File: src/sv/tvbs_pkg.sv
// Package: format codes, byte item type and shared constants of the serializer.
package tvbs_pkg;

  typedef enum logic [2:0] {
    MODE_FIX8   = 3'd0,
    MODE_FIX16  = 3'd1,
    MODE_FIX32  = 3'd2,
    MODE_FIX64  = 3'd3,
    MODE_VAR32  = 3'd4,
    MODE_ZZ32   = 3'd5,
    MODE_VAR64  = 3'd6,
    MODE_ZZ64   = 3'd7
  } mode_t;

  localparam logic [7:0] VARINT_MORE = 8'h80;
  localparam logic [6:0] VARINT_MASK = 7'h7F;

  typedef struct packed {
    logic       valid;
    logic [7:0] data;
    logic       last;
  } byte_item_t;

endpackage

File: src/sv/tvbs_shifter.sv
// Shift register that splits one loaded value into its serialized bytes.
module tvbs_shifter
  import tvbs_pkg::*;
(
  input  logic        clk,
  input  logic        rst,
  input  logic        load,
  input  mode_t       load_mode,
  input  logic [63:0] load_value,
  input  logic        msb_first,
  input  logic        advance,
  output byte_item_t  item
);

  logic        busy;
  logic        varint;
  logic        msb;
  logic [3:0]  count;
  logic [63:0] sreg;

  logic [63:0] sreg_next;
  logic [3:0]  count_next;
  logic        varint_next;
  logic        more;
  logic [31:0] w32;

  assign w32 = load_value[31:0];

  always_comb begin
    sreg_next   = load_value;
    count_next  = 4'd1;
    varint_next = 1'b0;
    unique case (load_mode)
      MODE_FIX8: begin
        sreg_next  = msb_first ? {load_value[7:0], 56'd0} : {56'd0, load_value[7:0]};
        count_next = 4'd1;
      end
      MODE_FIX16: begin
        sreg_next  = msb_first ? {load_value[15:0], 48'd0} : {48'd0, load_value[15:0]};
        count_next = 4'd2;
      end
      MODE_FIX32: begin
        sreg_next  = msb_first ? {w32, 32'd0} : {32'd0, w32};
        count_next = 4'd4;
      end
      MODE_FIX64: begin
        sreg_next  = load_value;
        count_next = 4'd8;
      end
      MODE_VAR32: begin
        sreg_next   = {32'd0, w32};
        varint_next = 1'b1;
      end
      MODE_ZZ32: begin
        sreg_next   = {32'd0, {w32[30:0], 1'b0} ^ {32{w32[31]}}};
        varint_next = 1'b1;
      end
      MODE_VAR64: begin
        sreg_next   = load_value;
        varint_next = 1'b1;
      end
      MODE_ZZ64: begin
        sreg_next   = {load_value[62:0], 1'b0} ^ {64{load_value[63]}};
        varint_next = 1'b1;
      end
      default: begin
        sreg_next = load_value;
      end
    endcase
  end

  assign more = |sreg[63:7];

  always_comb begin
    item.valid = busy;
    if (varint) begin
      item.data = more ? ({1'b0, sreg[6:0] & VARINT_MASK} | VARINT_MORE) : sreg[7:0];
      item.last = !more;
    end else begin
      item.data = msb ? sreg[63:56] : sreg[7:0];
      item.last = (count == 4'd1);
    end
  end

  always_ff @(posedge clk) begin
    if (rst) begin
      busy <= 1'b0;
    end else if (load) begin
      busy <= 1'b1;
    end else if (advance && busy) begin
      busy <= !item.last;
    end
  end

  always_ff @(posedge clk) begin
    if (load) begin
      sreg   <= sreg_next;
      count  <= count_next;
      varint <= varint_next;
      msb    <= msb_first;
    end else if (advance && busy) begin
      count <= count - 4'd1;
      if (varint) begin
        sreg <= {7'd0, sreg[63:7]};
      end else if (msb) begin
        sreg <= {sreg[55:0], 8'd0};
      end else begin
        sreg <= {8'd0, sreg[63:8]};
      end
    end
  end

endmodule

File: src/sv/typed_value_byte_serializer.sv
// Top level: typed value to byte stream serializer with byte order register.
//
//  channel   direction  handshake              payload
//  in        input      in_valid / in_ready    mode, value
//  out       output     out_valid / out_ready  out_byte, last
//  cfg       input      cfg_valid / cfg_ready  cfg_data (big_endian)
//
// One byte leaves the shift register per cycle while out_ready does not stall
// it; an item is loaded first and then yields its byte count (1 to 10).
// The next item is taken once the shift register has handed its last byte to
// the output register, even while that byte still waits on out_ready.
// Reset (rst, synchronous) empties both stages and sets big_endian to 1.
// A stall on out_ready holds the output register and the shift register.
module typed_value_byte_serializer
  import tvbs_pkg::*;
(
  input  logic        clk,
  input  logic        rst,
  input  logic        in_valid,
  output logic        in_ready,
  input  logic [2:0]  mode,
  input  logic [63:0] value,
  output logic        out_valid,
  input  logic        out_ready,
  output logic [7:0]  out_byte,
  output logic        last,
  input  logic        cfg_valid,
  output logic        cfg_ready,
  input  logic        cfg_data
);

  logic       big_endian;
  logic       load;
  logic       advance;
  byte_item_t sh_item;

  assign cfg_ready = 1'b1;
  assign in_ready  = !sh_item.valid;
  assign load      = in_valid && in_ready;
  assign advance   = sh_item.valid && (!out_valid || out_ready);

  tvbs_shifter u_shifter (
    .clk        (clk),
    .rst        (rst),
    .load       (load),
    .load_mode  (mode_t'(mode)),
    .load_value (value),
    .msb_first  (big_endian),
    .advance    (advance),
    .item       (sh_item)
  );

  always_ff @(posedge clk) begin
    if (rst) begin
      big_endian <= 1'b1;
    end else if (cfg_valid && cfg_ready) begin
      big_endian <= cfg_data;
    end
  end

  always_ff @(posedge clk) begin
    if (rst) begin
      out_valid <= 1'b0;
    end else if (advance) begin
      out_valid <= 1'b1;
    end else if (out_ready) begin
      out_valid <= 1'b0;
    end
  end

  always_ff @(posedge clk) begin
    if (advance) begin
      out_byte <= sh_item.data;
      last     <= sh_item.last;
    end
  end

  a_load_starts: assert property (@(posedge clk) disable iff (rst)
    load |=> sh_item.valid)
    else $error("loaded item produced no byte");

  a_last_frees: assert property (@(posedge clk) disable iff (rst)
    (advance && sh_item.last) |=> in_ready)
    else $error("shifter still busy after final byte");

  a_byte_lands: assert property (@(posedge clk) disable iff (rst)
    advance |=> out_valid)
    else $error("advanced byte missing from output register");

  a_reset_empty: assert property (@(posedge clk)
    $past(rst) |-> (!out_valid && in_ready))
    else $error("stages not empty after reset");

endmodule
File: config.mk
export PLATFORM = sky130hd
export DESIGN_NAME = typed_value_byte_serializer
export DESIGN_NICKNAME = d
export VERILOG_FILES = /design/src/sv/tvbs_pkg.sv /design/src/sv/tvbs_shifter.sv /design/src/sv/typed_value_byte_serializer.sv
export SDC_FILE = /design/constraint.sdc
export NUM_CORES = 1
export LEC_CHECK = 0
export BUFFER_PORTS_ARGS = -buffer_cell sky130_fd_sc_hd__buf_2
export CORE_ASPECT_RATIO = 0.75
export CORE_MARGIN = 2
export CORE_UTILIZATION = 35
export DETAILED_ROUTE_END_ITERATION = 8
export PLACE_DENSITY = 0.53
export SLEW_MARGIN = 15
export SYNTH_ARGS = -nofsm -noshare
export SYNTH_HDL_FRONTEND = slang
export SYNTH_HIERARCHICAL = 1
export SYNTH_SLANG_ARGS = --single-unit
File: constraint.sdc
create_clock -name clk -period 9.4 [get_ports clk]
set_input_delay 1.88 -clock clk [delete_from_list [all_inputs] [get_ports clk]]
set_output_delay 1.88 -clock clk [all_outputs]
set_load 0.1 [all_outputs]
==> results of run 1 <==
metrics by stage:
stage                     total power [W]  setup slack (ns)  util (%)
after floorplan                   0.00111              5.03         -
final                             0.00168              5.25      40.4
after global placement            0.00131              4.98      38.6
after CTS                         0.00167              5.33      40.3
after detailed placement          0.00132              4.92      38.6
after global routing              0.00175              5.11      40.4
path summary, 6_finish.rpt:
kind	startpoint	endpoint	slack [ns]
max	in_valid	u_shifter/sreg[29]$_DFFE_PP_	5.25
min	out_valid$_SDFFE_PP0P_	out_valid$_SDFFE_PP0P_	0.49
max reg2reg	u_shifter/busy$_SDFFE_PP0P_	u_shifter/sreg[29]$_DFFE_PP_	6.48
min reg2reg	out_valid$_SDFFE_PP0P_	out_valid$_SDFFE_PP0P_	0.49
cells by family after synthesis:
| kind of cell | Yosys count |
|---|---|
| adders and majority gates | 2 |
| and+or+nand+nor | 147 |
| AOI/OAI and AO/OA | 212 |
| DFF | 82 |
| xor gates and xnor gates | 64 |
| muxes | 56 |
| buffers and inverters | 69 |
| other | 1 |
routing by layer:
layer,global-route usage [%],vias up,share of wire [%]
met5,0,-,0
met4,6.31,0,2.1
met3,6.12,33,12
met2,35.4,392,43
met1,36.3,2743,43
li1,-,2504,-
worst min-delay path, cell delays in order, from the launching register on:
cell      delay (ns)
dfxtp_1         0.31
nand2b_1        0.07
a21oi_1         0.06
cell usage after synthesis (all sizes together), types with 2 or more instances:
master,number,share of area [%]
a211oi,3,0.45
nor4,15,1.5
inv,6,0.37
a21boi,2,0.25
a221o,24,3.9
o22ai,31,3.2
a222oi,7,1.1
nand2b,7,0.72
nand2,33,2.0
a221oi,27,3.9
nand3,4,0.33
a21oi,55,4.6
dfxtp,3,0.98
ha,2,0.41
clkbuf,20,1.3
nor2,69,4.4
a22oi,7,0.86
xor2,31,4.5
xnor2,33,4.7
or3,2,0.21
buf,43,4.2
a21o,10,1.2
nor3,2,0.16
o2bb2ai,8,1.1
nor2b,6,0.62
o21ai,34,2.8
mux2,8,1.5
mux2i,48,8.1
nand4,3,0.31
edfxtp,79,39
sequential cells by signal, indices dropped and copies added (netlist names):
register          flops
u_shifter/msb         1
last                  1
u_shifter/varint      1
u_shifter/sreg       64
out_byte              8
big_endian            1
u_shifter/busy        1
u_shifter/count       4
out_valid             1
final cells by class:
cell class / count / area (um^2) / area share (%)
clock buffer: 9 / 225 / 3.30
clock inverter: 7 / 60.1 / 0.879
inverter: 6 / 22.5 / 0.330
multi-input combinational: 482 / 3330 / 48.8
sequential: 82 / 2430 / 35.6
tap: 215 / 269 / 3.94
timing repair buffer: 93 / 490 / 7.18
power groups by stage:
| stage | Clock, W | Combinational (W) | Sequential [W] |
|---|---|---|---|
| CTS | 0.000353 | 0.000581 | 0.000732 |
| floorplan | 0 | 0.000372 | 0.000739 |
| global route | 0.000366 | 0.000636 | 0.000746 |
| finish | 0.000350 | 0.000587 | 0.000744 |
| global placement | 0 | 0.000569 | 0.000739 |
| detailed placement | 0 | 0.000580 | 0.000737 |
==> results.toml, run 1 <==
[run_status]
status = "completed"

[worst_setup_path]
slowest_stage = "a211oi_2"
cp_cell_sequence = "buf_2, nor2b_4, buf_4, inv_1, buf_4, a211oi_2, a221o_1"
worstRegToRegCells = 6
critical_path.top_delay_family = "compound AO/OA/AOI/OAI gates"
arrival_ns = 4.35
cp_common_cell = "buf_4"
path_buf_inv = 4
cp.depth = 7
crit_path_max_incr_delay_ns = 0.92
crit_path_end_kind = "register"
required_ns = 9.60
start_kind = "input pin"
path_max_fanout = 58
critPathKind = "in -> reg"

[placed_design]
place_inst = 878
io_buffers = 83
place_hpwl_um = 16100
dpl_cell_area_mm2 = 0.00654
routabilityCongestion = 0.922

[pwr]
p_sw_w = 0.000695
irDropWorstVdd_v = 0.000102
clock_power_share_pct = 20.8
p_leak_nw = 2.59
pwr-share-comb_pct = 34.9
p_seq_share_pct = 44.2
swShare_pct = 41.4
power.internal_w = 0.000986
powerDensity_mw_per_mm2 = 246

[route]
first_pass_iters = 6
vias_per_cell = 6.34
drc_errors = 0
vias = 5672
wl_um = 22700
wl_per_cell_um = 25.4
antenna_left = 0
drt_first_iter_violations = 779

[logic_synthesis]
synth_adder_area_share_pct = 0.410
synth_xor_area_share_pct = 9.19
synthArstFlopShare_pct = 0
netlist_area_mm2 = 0.00610
synth_compound_area_share_pct = 24.1
ys_seq_area_share_pct = 39.9
synthDistinctLibCells = 50
ys.flop_type = "edfxtp_1"
postSynthAreaPerCell_um2 = 9.64
synth_top_family_by_area = "compound AO/OA/AOI/OAI gates"
ys.warnings.count = 6
syn_nets = 708
synth_seq_cells = 82
postSynthCellCount = 633
synthMuxAreaShare_pct = 9.56
synthSimpleGateAreaFrac_pct = 11.1
synth_edf_count = 79

[clock_tree]
numCtsBuffers = 9
h-tree-depth = 3
clock-sinks = 82
cts_max_path_buffers = 2
tritoncts = "done"
clock_latency_ns = 0.35
cts_setup_buffers = 0
hold_buffers = 0
cts.clk_slew.worst_paths_ns = 0.06
clk_root_buffer_cell = "clkbuf_16"
ctsResizeCount = 0

[sta]
drv_slew = 0
holdWs_ns = 0.491
max_freq_ghz = 0.241
worst_pin_slew_ns = 1.14
hold_violations = 0
maxSlewHeadroom_pct = 24.0
fin_skew_ns = 0.00715
rsz0062_at_grt = "no"
layout_worst_path_cycle_share_pct = 44.2
finalSetupTns_ns = 0
period_minus_slack_ns = 4.15
setup_violations = 0

[floorplanning]
start_util_pct = 36.0
io_pins = 85
die_h_um = 118
die_x_um = 156
die-area_mm2 = 0.0185
core_area_mm2 = 0.0169
rows = 41

[finish]
fin_area_mm2 = 0.00683
mostFrequentLayoutCell = "buf_2"
fill_cells = 1707
stdcell_count = 894
nets = 749
drive_above_1_share_pct = 18.3
area_growth_pct = 12.0
diodes = 0
final_cell_mix = "83 x buf_2, 79 x edfxtp_1, 68 x nor2_1, 53 x a21oi_1, 47 x mux2i_1"

[grt]
antenna_found_initial = 0
grt_usage_pct = 24.5
grt_overflow = 0
grt_pass1_vias = 5299
grt_first_pass_wirelength_um = 33800
grt_max_degree = 90

[min_path]
min_path_type = "reg -> reg"
hold_path_depth = 2

[job]
cap_viol_max_count = 0
Power figures use the tool's default switching activity.
==> run 2, diff against run 1 <==
--- a/config.mk
+++ b/config.mk
@@ -10,7 +10,7 @@
 export CORE_MARGIN = 2
 export CORE_UTILIZATION = 35
 export DETAILED_ROUTE_END_ITERATION = 8
-export PLACE_DENSITY = 0.53
+export PLACE_DENSITY = 0.55
 export SLEW_MARGIN = 15
 export SYNTH_ARGS = -nofsm -noshare
 export SYNTH_HDL_FRONTEND = slang
==> constraint.sdc (replaced) <==
create_clock -name clk -period 3.4 [get_ports clk]
set_input_delay 0.68 -clock clk [delete_from_list [all_inputs] [get_ports clk]]
set_output_delay 0.68 -clock clk [all_outputs]
set_load 0.1 [all_outputs]
==> results.toml, run 2 (synthesized netlist as in run 1, its figures left out) <==
[pwr]
total_power_w = 0.00461
p_leak_nw = 2.61
powerDensity_mw_per_mm2 = 671
irDropWorstVdd_v = 0.000317

[finish]
area_growth_pct = 12.6
regMostFlops = "u_shifter/sreg"
largest_reg_flops = 64
top_regs = "u_shifter/sreg (64), out_byte (8), u_shifter/count (4)"
fill_cells = 1682
diodes = 0
multi_input_area_mm2 = 0.00334
final_cell_mix = "83 x buf_2, 79 x edfxtp_1, 68 x nor2_1, 53 x a21oi_1, 47 x mux2i_1"
mostFrequentLayoutCell = "buf_2"
nets = 753
drive_above_1_share_pct = 18.7
regArea_mm2 = 0.00243

[worst_setup_path]
reg2reg_to = "u_shifter/sreg[51]$_DFFE_PP_"
path_max_fanout = 25
arrival_ns = 2.60
critPathKind = "reg -> reg"
worstRegToRegCells = 4
crit_path_end_kind = "register"
reg2reg_setup_slack_ns = 0.87
required_ns = 3.47
crit-reg2reg-launch = "u_shifter/msb$_DFFE_PP_"
start_kind = "register"

[sta]
layout_worst_path_cycle_share_pct = 74.3
max_freq_ghz = 0.396
worst_pin_slew_ns = 0.974
finalSetupTns_ns = 0
rsz0062_at_grt = "no"
fin_ws_ns = 0.875
hold_violations = 0
fin_skew_ns = 0.0102
period_minus_slack_ns = 2.53
maxSlewHeadroom_pct = 35.0
setup_violations = 0
holdWs_ns = 0.500
drv_slew = 0

[clock_tree]
clock-sinks = 82
tritoncts = "done"
clk_root_buffer_cell = "clkbuf_16"
clock_latency_ns = 0.36
cts.clk_slew.worst_paths_ns = 0.06
ctsResizeCount = 0
cts_setup_buffers = 0
h-tree-depth = 3
cts_max_path_buffers = 2
numCtsBuffers = 9
hold_buffers = 0

[floorplanning]
die_x_um = 156
die_h_um = 118
core_area_mm2 = 0.0169
rows = 41
die-area_mm2 = 0.0185
io_pins = 85
start_util_pct = 36.0

[min_path]
hold_path_depth = 2
hp-start = "out_valid$_SDFFE_PP0P_"
holdPathEnd = "out_valid$_SDFFE_PP0P_"
min_path_type = "reg -> reg"

[route]
drc_errors = 0
antenna_left = 0
vias = 5608
first_pass_iters = 5
drt_first_iter_violations = 884
wl_per_cell_um = 25.1
vias_per_cell = 6.24
wl_um = 22500

[grt]
grt_first_pass_wirelength_um = 33000
grt_max_degree = 109
grt_pass1_vias = 5190
grt_usage_pct = 24.2
grt_overflow = 0
antenna_found_initial = 0

[placed_design]
place_hpwl_um = 16100
routabilityCongestion = 0.939
io_buffers = 83
pre_cts_ws_ns = 0.759

[run_status]
status = "completed"

[job]
cap_viol_max_count = 0
## run 2: routing by layer
metal | vias up | track usage, % | share of wire (%)
met3 | 38 | 7.04 | 12
met2 | 365 | 34.9 | 43
li1 | 2515 | - | -
met5 | - | 0 | 0
met1 | 2690 | 35.4 | 43
met4 | 0 | 5.45 | 1.7
## run 2: worst max-delay path: stages (launching register included)
cell and delay, ns:
edfxtp_1 0.99, buf_4 0.54, nor2b_1 0.10, a211oi_1 0.45, o32ai_1 0.15
## run 2: how the worst max path moves through the flow
| stage | from | to | cells past startpoint |
|---|---|---|---|
| 2_1_floorplan | out_valid$_SDFFE_PP0P_ | u_shifter/count[0]$_DFFE_PP_ | 4 |
| 3_3_place_gp | mode[0] | u_shifter/sreg[27]$_DFFE_PP_ | 5 |
| 3_5_place_dp | mode[0] | u_shifter/sreg[29]$_DFFE_PP_ | 5 |
| 4_1_cts | u_shifter/msb$_DFFE_PP_ | u_shifter/sreg[31]$_DFFE_PP_ | 4 |
| 5_1_grt | u_shifter/msb$_DFFE_PP_ | u_shifter/sreg[27]$_DFFE_PP_ | 4 |
| 6_report | u_shifter/msb$_DFFE_PP_ | u_shifter/sreg[51]$_DFFE_PP_ | 4 |
## run 2: power breakdown
| group | switching, W | internal (W) | leakage, nW | total (W) |
|---|---|---|---|---|
| clock network | 0.000417 | 0.000489 | 0.127 | 0.000906 |
| registers | 0.000462 | 0.00159 | 0.800 | 0.00205 |
| logic | 0.00106 | 0.000589 | 1.69 | 0.00165 |
## run 2: metrics by stage
stage | utilization (%) | instance area (um^2) | std cells
finish | 40.6 | 6870 | 898
detailed placement | 39.0 | 6600 | 882
global placement | 39.0 | 6600 | 882
CTS | 40.5 | 6860 | 898
global route | 40.6 | 6870 | 898
floorplan | - | 6100 | 633
## run 2: area by class of cell
type	count	share of cell area, %
Timing Repair Buffer	97	7.94
Clock buffer	10	3.33
Sequential cell	82	35.4
Multi-Input combinational cell	482	48.6
Tap cell	215	3.92
Clock inverter	6	0.492
Inverter	6	0.328
